`config.mk`:
```
export PLATFORM = sky130hd
export DESIGN_NAME = serial_frame_assembler_top
export DESIGN_NICKNAME = d
export VERILOG_FILES = /design/src/rtl/sfa_pkg.sv /design/src/rtl/serial_frame_assembler_top.sv /design/src/rtl/sfa_fifo.sv /design/src/rtl/sfa_front.sv /design/src/rtl/sfa_back.sv
export SDC_FILE = /design/constraint.sdc
export NUM_CORES = 1
export LEC_CHECK = 0
export BUFFER_PORTS_ARGS = -buffer_cell sky130_fd_sc_hd__buf_4
export CORE_AREA = 2 2 194 272
export CTS_CLUSTER_SIZE = 28
export DETAILED_ROUTE_END_ITERATION = 10
export DIE_AREA = 0 0 196 274
export PLACE_DENSITY_LB_ADDON = 0.3
export RECOVER_POWER = 25
export SLEW_MARGIN = 20
export SYNTH_ARGS = -nofsm -noshare
export SYNTH_HDL_FRONTEND = slang
export SYNTH_SLANG_ARGS = --single-unit
```
`constraint.sdc`:
```
create_clock -name clk -period 5.2 [get_ports clk]
set_clock_uncertainty 0.1 [all_clocks]
set_input_delay 0.78 -clock clk [delete_from_list [all_inputs] [get_ports clk]]
set_output_delay 0.78 -clock clk [all_outputs]
set_load 0.02 [all_outputs]
```
`src/rtl/sfa_pkg.sv`:
```
package sfa_pkg;

  // Default buffer depth and the fixed field widths.
  localparam int DEF_BUF_DEPTH = 64;
  localparam int TIMER_W       = 7;
  localparam int CFG_W         = 7;
  localparam int CFG_IDX_W     = 1;

  // Depths of the internal queues.
  localparam int MIDQ_DEPTH = 2;
  localparam int OUTQ_DEPTH = 2;

  // Register indexes on the configuration port.
  localparam logic [CFG_IDX_W-1:0] CFG_IDLE_TIMEOUT = 1'b0;
  localparam logic [CFG_IDX_W-1:0] CFG_CRLF_ENABLE  = 1'b1;

  // Register values after reset.
  localparam logic [TIMER_W-1:0] IDLE_TIMEOUT_RST = 7'd3;
  localparam logic               CRLF_ENABLE_RST  = 1'b1;

  // Line end characters.
  localparam logic [7:0] CHAR_CR = 8'h0D;
  localparam logic [7:0] CHAR_LF = 8'h0A;

  // Command codes of an input word.
  typedef enum logic [1:0] {
    OP_BYTE    = 2'd0,
    OP_TICK    = 2'd1,
    OP_READ    = 2'd2,
    OP_RELEASE = 2'd3
  } sfa_op_t;

  // Input word as it arrives.
  typedef struct packed {
    logic [1:0] command;
    logic [7:0] data_byte;
    logic [5:0] read_index;
  } sfa_in_t;

  // Result word.
  typedef struct packed {
    logic       frame_ready;
    logic [6:0] frame_length;
    logic       receiving;
    logic [7:0] read_data;
    logic       byte_dropped;
  } sfa_out_t;

  // Classified word passed from the front to the back.
  typedef struct packed {
    sfa_op_t    op;
    logic [7:0] data_byte;
    logic [5:0] read_index;
    logic       rd_ok;
  } sfa_cmd_t;

endpackage

```
`src/rtl/serial_frame_assembler_top.sv`:
```
// Channel   Ports                          Moves
// input     push, full, in_word            one command word
// result    empty, pop, out_word           one result word per command word
// config    cfg_we, cfg_index, cfg_wdata   one register write
//
// One word is taken every cycle while full is low; a result passes through the
// front register, the middle queue, the buffer read register and the result
// queue. The buffer is a single write and single read memory.
// rst_n is synchronous and clears all control state; buffer contents are not
// cleared. A full result queue stalls the back end, the middle queue absorbs
// it, and full rises only when the result queue, the result register, the
// middle queue and the front register are all full.
module serial_frame_assembler_top #(
  parameter int BUF_DEPTH = sfa_pkg::DEF_BUF_DEPTH
) (
  input  logic                          clk,
  input  logic                          rst_n,
  input  logic                          push,
  input  sfa_pkg::sfa_in_t              in_word,
  output logic                          full,
  output logic                          empty,
  input  logic                          pop,
  output sfa_pkg::sfa_out_t             out_word,
  input  logic                          cfg_we,
  input  logic [sfa_pkg::CFG_IDX_W-1:0] cfg_index,
  input  logic [sfa_pkg::CFG_W-1:0]     cfg_wdata
);
  import sfa_pkg::*;

  logic [TIMER_W-1:0] idle_r;
  logic               crlf_en_r;
  logic               q_push;
  logic               q_full;
  logic               q_pop;
  logic               q_empty;
  sfa_cmd_t           fe_word;
  sfa_cmd_t           q_word;
  logic               oq_push;
  logic               oq_full;
  sfa_out_t           oq_word;

  // Configuration registers.
  always_ff @(posedge clk) begin
    if (!rst_n) begin
      idle_r    <= IDLE_TIMEOUT_RST;
      crlf_en_r <= CRLF_ENABLE_RST;
    end else if (cfg_we) begin
      unique case (cfg_index)
        CFG_IDLE_TIMEOUT: idle_r    <= cfg_wdata[TIMER_W-1:0];
        CFG_CRLF_ENABLE:  crlf_en_r <= cfg_wdata[0];
        default: begin
        end
      endcase
    end
  end

  // Front: accept and classify.
  sfa_front #(
    .BUF_DEPTH (BUF_DEPTH)
  ) u_front (
    .clk     (clk),
    .rst_n   (rst_n),
    .push    (push),
    .in_word (in_word),
    .full    (full),
    .q_push  (q_push),
    .q_word  (fe_word),
    .q_full  (q_full)
  );

  // Queue between front and back.
  sfa_fifo #(
    .DEPTH (MIDQ_DEPTH),
    .T     (sfa_cmd_t)
  ) u_midq (
    .clk     (clk),
    .rst_n   (rst_n),
    .wr_en   (q_push),
    .wr_data (fe_word),
    .full    (q_full),
    .rd_en   (q_pop),
    .rd_data (q_word),
    .empty   (q_empty)
  );

  // Back: frame buffer and state.
  sfa_back #(
    .BUF_DEPTH (BUF_DEPTH)
  ) u_back (
    .clk          (clk),
    .rst_n        (rst_n),
    .q_empty      (q_empty),
    .q_word       (q_word),
    .q_pop        (q_pop),
    .idle_timeout (idle_r),
    .crlf_enable  (crlf_en_r),
    .oq_full      (oq_full),
    .oq_push      (oq_push),
    .oq_word      (oq_word)
  );

  // Result queue.
  sfa_fifo #(
    .DEPTH (OUTQ_DEPTH),
    .T     (sfa_out_t)
  ) u_outq (
    .clk     (clk),
    .rst_n   (rst_n),
    .wr_en   (oq_push),
    .wr_data (oq_word),
    .full    (oq_full),
    .rd_en   (pop),
    .rd_data (out_word),
    .empty   (empty)
  );

  // A waiting frame and an open frame never coexist.
  a_ready_excl: assert property (@(posedge clk) disable iff (!rst_n)
    !empty |-> !(out_word.frame_ready && out_word.receiving))
    else $error("frame_ready and receiving both set");

  // The length reads zero unless a frame waits.
  a_len_zero: assert property (@(posedge clk) disable iff (!rst_n)
    (!empty && !out_word.frame_ready) |-> (out_word.frame_length == 7'd0))
    else $error("frame_length set with no frame pending");

  // A dropped byte never carries read data.
  a_drop_noread: assert property (@(posedge clk) disable iff (!rst_n)
    (!empty && out_word.byte_dropped) |-> (out_word.read_data == 8'd0))
    else $error("read_data set on a dropped byte");

  // Reset leaves the result side empty.
  a_reset_empty: assert property (@(posedge clk)
    !rst_n |=> empty)
    else $error("result queue not empty after reset");

endmodule

```
`src/rtl/sfa_fifo.sv`:
```
module sfa_fifo #(
  parameter int  DEPTH = 2,
  parameter type T     = logic
) (
  input  logic clk,
  input  logic rst_n,
  input  logic wr_en,
  input  T     wr_data,
  output logic full,
  input  logic rd_en,
  output T     rd_data,
  output logic empty
);

  localparam int PW = (DEPTH > 1) ? $clog2(DEPTH) : 1;
  localparam int CW = $clog2(DEPTH + 1);

  T                entries_r [DEPTH];
  logic [PW-1:0]   wr_ptr_r;
  logic [PW-1:0]   rd_ptr_r;
  logic [CW-1:0]   count_r;
  logic            do_wr;
  logic            do_rd;

  assign full    = (count_r == CW'(DEPTH));
  assign empty   = (count_r == '0);
  assign do_wr   = wr_en && !full;
  assign do_rd   = rd_en && !empty;
  assign rd_data = entries_r[rd_ptr_r];

  // Storage needs no reset.
  always_ff @(posedge clk) begin
    if (do_wr) begin
      entries_r[wr_ptr_r] <= wr_data;
    end
  end

  // Pointers and fill count.
  always_ff @(posedge clk) begin
    if (!rst_n) begin
      wr_ptr_r <= '0;
      rd_ptr_r <= '0;
      count_r  <= '0;
    end else begin
      if (do_wr) begin
        wr_ptr_r <= (wr_ptr_r == PW'(DEPTH - 1)) ? '0 : wr_ptr_r + 1'b1;
      end
      if (do_rd) begin
        rd_ptr_r <= (rd_ptr_r == PW'(DEPTH - 1)) ? '0 : rd_ptr_r + 1'b1;
      end
      if (do_wr && !do_rd) begin
        count_r <= count_r + 1'b1;
      end else if (do_rd && !do_wr) begin
        count_r <= count_r - 1'b1;
      end
    end
  end

endmodule

```
`src/rtl/sfa_front.sv`:
```
module sfa_front #(
  parameter int BUF_DEPTH = sfa_pkg::DEF_BUF_DEPTH
) (
  input  logic              clk,
  input  logic              rst_n,
  input  logic              push,
  input  sfa_pkg::sfa_in_t  in_word,
  output logic              full,
  output logic              q_push,
  output sfa_pkg::sfa_cmd_t q_word,
  input  logic              q_full
);
  import sfa_pkg::*;

  logic     fe_valid_r;
  logic     fe_valid_nxt;
  sfa_cmd_t fe_r;
  sfa_cmd_t fe_nxt;
  logic     accept;

  // The stage holds a word only while the queue behind it is full.
  assign full   = fe_valid_r && q_full;
  assign accept = push && !full;
  assign q_push = fe_valid_r;
  assign q_word = fe_r;

  // Decode the command and check the read index against the buffer.
  always_comb begin
    fe_nxt.op         = sfa_op_t'(in_word.command);
    fe_nxt.data_byte  = in_word.data_byte;
    fe_nxt.read_index = in_word.read_index;
    fe_nxt.rd_ok      = (in_word.command == OP_READ) &&
                        (32'(in_word.read_index) < 32'(BUF_DEPTH));
    fe_valid_nxt      = accept || (fe_valid_r && q_full);
  end

  always_ff @(posedge clk) begin
    if (!rst_n) begin
      fe_valid_r <= 1'b0;
    end else begin
      fe_valid_r <= fe_valid_nxt;
    end
  end

  always_ff @(posedge clk) begin
    if (accept) begin
      fe_r <= fe_nxt;
    end
  end

endmodule

```
`src/rtl/sfa_back.sv`:
```
module sfa_back #(
  parameter int BUF_DEPTH = sfa_pkg::DEF_BUF_DEPTH
) (
  input  logic                          clk,
  input  logic                          rst_n,
  input  logic                          q_empty,
  input  sfa_pkg::sfa_cmd_t             q_word,
  output logic                          q_pop,
  input  logic [sfa_pkg::TIMER_W-1:0]   idle_timeout,
  input  logic                          crlf_enable,
  input  logic                          oq_full,
  output logic                          oq_push,
  output sfa_pkg::sfa_out_t             oq_word
);
  import sfa_pkg::*;

  localparam int AW  = $clog2(BUF_DEPTH);
  localparam int WPW = $clog2(BUF_DEPTH + 1);

  // Frame buffer.
  logic [7:0]         mem [BUF_DEPTH];
  logic               mem_we;
  logic [AW-1:0]      wr_addr;
  logic [AW-1:0]      rd_addr;
  logic [7:0]         rd_data_r;

  // Frame state.
  logic [WPW-1:0]     wpos_r, wpos_nxt;
  logic [WPW-1:0]     held_r, held_nxt;
  logic               pending_r, pending_nxt;
  logic               collecting_r, collecting_nxt;
  logic [TIMER_W-1:0] timer_r, timer_nxt;
  logic [7:0]         prev_r, prev_nxt;

  // Result stage, waiting for the registered buffer read.
  logic               res_valid_r, res_valid_nxt;
  sfa_out_t           res_r, res_nxt;
  logic               rd_ok_r;

  logic               exec;
  logic [WPW-1:0]     wpos_inc;
  logic               crlf_seen;
  logic               dropped;

  // One word runs each cycle unless the result stage is blocked.
  assign exec     = !q_empty && (!res_valid_r || !oq_full);
  assign q_pop    = exec;
  assign wr_addr  = AW'(wpos_r);
  assign rd_addr  = AW'(q_word.read_index);
  assign wpos_inc = wpos_r + 1'b1;
  assign crlf_seen = (wpos_r != '0) && (prev_r == CHAR_CR) &&
                     (q_word.data_byte == CHAR_LF);

  // Frame state update for the word at the head of the queue.
  always_comb begin
    wpos_nxt       = wpos_r;
    held_nxt       = held_r;
    pending_nxt    = pending_r;
    collecting_nxt = collecting_r;
    timer_nxt      = timer_r;
    prev_nxt       = prev_r;
    mem_we         = 1'b0;
    dropped        = 1'b0;
    if (exec) begin
      unique case (q_word.op)
        OP_BYTE: begin
          if (pending_r) begin
            // A byte while a frame waits is lost but restarts the timer.
            collecting_nxt = 1'b0;
            timer_nxt      = idle_timeout;
            dropped        = 1'b1;
          end else if (wpos_r != '0 && timer_r == '0) begin
            // Silence ran out: close what is held, drop this byte.
            pending_nxt    = 1'b1;
            collecting_nxt = 1'b0;
            held_nxt       = wpos_r;
            wpos_nxt       = '0;
            dropped        = 1'b1;
          end else begin
            mem_we         = 1'b1;
            collecting_nxt = 1'b1;
            timer_nxt      = idle_timeout;
            prev_nxt       = q_word.data_byte;
            wpos_nxt       = wpos_inc;
            if (crlf_enable && crlf_seen) begin
              pending_nxt    = 1'b1;
              collecting_nxt = 1'b0;
              held_nxt       = wpos_inc;
              wpos_nxt       = '0;
            end else if (wpos_inc == WPW'(BUF_DEPTH)) begin
              pending_nxt    = 1'b1;
              collecting_nxt = 1'b0;
              held_nxt       = WPW'(BUF_DEPTH);
              wpos_nxt       = '0;
            end
          end
        end
        OP_TICK: begin
          if (timer_r != '0) begin
            timer_nxt = timer_r - 1'b1;
          end
        end
        OP_READ: begin
        end
        OP_RELEASE: begin
          pending_nxt = 1'b0;
          held_nxt    = '0;
        end
        default: begin
        end
      endcase
    end

    res_nxt.frame_ready  = pending_nxt;
    res_nxt.frame_length = 7'(held_nxt);
    res_nxt.receiving    = collecting_nxt;
    res_nxt.read_data    = '0;
    res_nxt.byte_dropped = dropped;
    res_valid_nxt        = exec || (res_valid_r && oq_full);
  end

  // Buffer write and registered read port.
  always_ff @(posedge clk) begin
    if (mem_we) begin
      mem[wr_addr] <= q_word.data_byte;
    end
    if (exec) begin
      rd_data_r <= mem[rd_addr];
    end
  end

  // Control state.
  always_ff @(posedge clk) begin
    if (!rst_n) begin
      wpos_r       <= '0;
      held_r       <= '0;
      pending_r    <= 1'b0;
      collecting_r <= 1'b0;
      timer_r      <= '0;
      prev_r       <= '0;
      res_valid_r  <= 1'b0;
    end else begin
      wpos_r       <= wpos_nxt;
      held_r       <= held_nxt;
      pending_r    <= pending_nxt;
      collecting_r <= collecting_nxt;
      timer_r      <= timer_nxt;
      prev_r       <= prev_nxt;
      res_valid_r  <= res_valid_nxt;
    end
  end

  // Result payload.
  always_ff @(posedge clk) begin
    if (exec) begin
      res_r   <= res_nxt;
      rd_ok_r <= q_word.rd_ok;
    end
  end

  // Merge the read data into the result word.
  always_comb begin
    oq_word           = res_r;
    oq_word.read_data = rd_ok_r ? rd_data_r : 8'd0;
  end
  assign oq_push = res_valid_r;

endmodule
```
==> reports/metrics.cfg <==
[synth]
synthTopCellsByArea = edfxtp_1 (61%), o21ai_0 (5.9%), nand2b_1 (5.3%), dfxtp_1 (3.4%), a22oi_1 (3.3%)
ys_ff_latch = 669
postSynthAreaPerCell_um2 = 11.7
yosys.area.top_type = edfxtp_1
synth_top_area_share_pct = 61.0
ys_warn_count = 0
synth.distinct_cells = 60
ys_async_sr_fraction_pct = 0
synth_nets = 2644
synth_flop_cell = edfxtp_1
yosysSeqAreaShare_pct = 64.4
synth_edf_count = 618
synth_cells = 2608
syn_area_mm2 = 0.0304

[power_and_ir_drop]
power.density_mw_per_mm2 = 459
vdd_drop_max_mv = 0.424
p_leak_uw = 0.0109

[timing]
worst-slew-pin-transition_ps = 3620
rsz0062_at_grt = false
drv_slew = 282
finalSetupViolations = 0
final.period_utilization_pct = 86.2
hold_viol = 0
slew_headroom_pct = -142
period_minus_slack_ps = 4480
fmax_mhz = 223
layout_setup_ws_ps = 719
timing.hold.ws_ps = 272
setup-tns-final_ps = 0

[floorplanning]
core_area_mm2 = 0.0515
start_util_pct = 59.0
dieArea_mm2 = 0.0537
fp.dieH_um = 274
num_rows = 99
die_x_um = 196
ios = 49

[cts]
insertion_delay_ps = 620
numCtsBuffers = 57
clkTransAtPathRegs_ps = 70
clock_sinks = 669
h-tree-depth = 2
cts_hold_buf = 0
cts_tree = done
clk_path_buf_depth = 3
cts_resized = 0
root_buffer = clkbuf_16
post_cts_buffers = 0

[setup_path]
worstSetupEndpointType = flop
r2r_cells = 3
crit_required_ps = 4970
start_kind = flop
cp.arrival_ps = 4260
r2r_slack_ps = 720
reg2reg_to = u_back.mem[48][1]
crit_fanout = 65
worst-setup-path-type = flop to flop

[global_routing]
antenna_found_initial = 0
first_global_vias = 21400
grtUsageTotal_pct = 30.1
gr-total-overflow = 0
grt_pass1_wl_mm = 123
grt_max_degree = 190
busiest_layer = met2
gr-usage-met2_pct = 52.3
met1_usage_pct = 36.6
use_met3_pct = 3.95

[run]
max-cap-violations = 6

[route]
viasPerCell = 6.52
wl_per_cell_um = 24.5
wl_mm = 80.7
drc_errors = 0
ant_nets = 0
drt_iter0_markers = 2563
via_count = 21500
dr.pass1.iters = 6

[final_layout]
areaGrowthSynthToFinish_pct = 9.15
drive_gt1_share_pct = 8.01
nets = 2635
diodes = 0
n_fill_cell = 3824

[status]
status = finished with violations
violations = max-capacitance violations, max-slew violations

[placement]
hpwl_mm = 49.5
numPortBuffers = 48
dpl_worst_slack_ps = 976
gp_congestion = 0.885

[hold_path]
worst_hold_startpoint = in_word[6]
hp-class = input pin to flop
whs_path_depth = 1
whs_endpoint = u_front.q_word[7]

[worst max path at each step]
| stage | end | from | cells after the start | slack, ps |
|---|---|---|---|---|
| after floorplan | u_back.mem[6][0] | flop | 12 | 1080 |
| after global placement | u_back.rd_data_r[6] | flop | 8 | 1030 |
| after detailed placement | u_back.rd_data_r[6] | flop | 8 | 980 |
| after CTS | u_back.rd_data_r[6] | flop | 8 | 970 |
| after global routing | u_back.mem[48][1] | flop | 3 | 520 |
| final | u_back.mem[48][1] | flop | 3 | 720 |
[flip-flops by register name (all words and copies together) (netlist names), 7 cells and up, named ones only]
register          count
u_back.wpos_r         7
u_outq.entries_r     36
idle_r                7
u_back.mem          512
u_back.prev_r         8
u_back.timer_r        7
u_back.rd_data_r      8
u_front.q_word       17
u_back.held_r         7
u_back.oq_word       10
u_midq.entries_r     34
[where the power goes]
part	switching (µW)	internal, µW	leakage [µW]
clock network	1940	2340	0.000900
logic	2870	1350	0.00402
registers	163	6580	0.00601
[routing by layer]
| layer | share of wire (%) | vias to the layer above | wire (µm) |
|---|---|---|---|
| li1 | - | 9602 | - |
| met1 | 36 | 10600 | 29000 |
| met2 | 50 | 1113 | 40500 |
| met3 | 8.1 | 242 | 6540 |
| met4 | 5.8 | 0 | 4650 |
| met5 | 0 | - | 0 |
[synthesized netlist by cell type (4+ instances only)]
library cell	count
nand3_1	23
xnor2_1	6
o31a_1	4
mux2_2	26
inv_1	155
a21boi_0	14
o211a_1	4
o31ai_1	8
or4_1	15
clkbuf_1	115
or3_1	10
nor2b_1	17
and2_1	148
mux2i_1	8
xor2_1	4
nand2_1	55
nand2b_1	256
o22ai_1	110
edfxtp_1	618
nor3_1	61
nor2_1	116
o21ai_0	361
a31oi_1	4
dfxtp_1	51
nand4_1	20
a21oi_1	138
nor3b_1	7
buf_2	31
ha_1	7
buf_1	12
o221ai_1	8
and3_1	10
o21a_1	4
nor4b_1	4
a32oi_1	4
a22oi_1	133
[placed cells by master, fill, tap and decap left out, types with 20 or more instances in the layout]
| master | instances |
|---|---|
| a21oi_1 | 138 |
| a22oi_1 | 133 |
| and2_1 | 135 |
| buf_4 | 67 |
| clkbuf_16 | 59 |
| dfxtp_1 | 51 |
| edfxtp_1 | 618 |
| inv_1 | 153 |
| mux2_2 | 22 |
| nand2_1 | 55 |
| nand2b_1 | 256 |
| nand3_1 | 23 |
| nand4_1 | 20 |
| nor2_1 | 115 |
| nor3_1 | 61 |
| o21ai_0 | 361 |
| o22ai_1 | 110 |
[critical path: stages, from the launching register on]
cell	delay, ps
dfxtp_1	380
buf_4	410
mux2_1	260
clkbuf_1	2570
[per-stage QoR]
| stage | area (µm²) | cells | util, % | total power [µW] |
|---|---|---|---|---|
| 6_report | 33200 | 3302 | 64.4 | 15200 |
| 5_1_grt | 33200 | 3302 | 64.4 | 15800 |
| 4_1_cts | 33200 | 3302 | 64.5 | 15200 |
| 3_5_place_dp | 31400 | 3196 | 60.9 | 11000 |
| 3_3_place_gp | 31400 | 3196 | 60.9 | 10900 |
| 2_1_floorplan | 30400 | 2608 | - | 9460 |
[kinds of logic (layout without fill, tap and decap cells)]
kind of cell | count (synthesis) | count (layout) | synth area share, %
buffers and inverters | 317 | 355 | 4.12
and+or+nand+nor | 752 | 752 | 13.9
xor gates and xnor gates | 10 | 10 | 0.288
AOI/OAI and AO/OA | 819 | 819 | 15.8
adders and majority gates | 7 | 7 | 0.288
muxes | 34 | 34 | 1.23
DFF | 669 | 669 | 64.4
[area by class of cell]
cell class	instances	area [µm²]	area share, %
Timing Repair Buffer	94	729	2.20
Multi-Input combinational cell	1622	9640	29.0
Tap cell	656	821	2.47
Clock inverter	41	355	1.07
Sequential cell	669	19600	59.0
Inverter	155	582	1.75
Clock buffer	65	1510	4.54
Note: power is estimated with default switching activity, not from simulation.
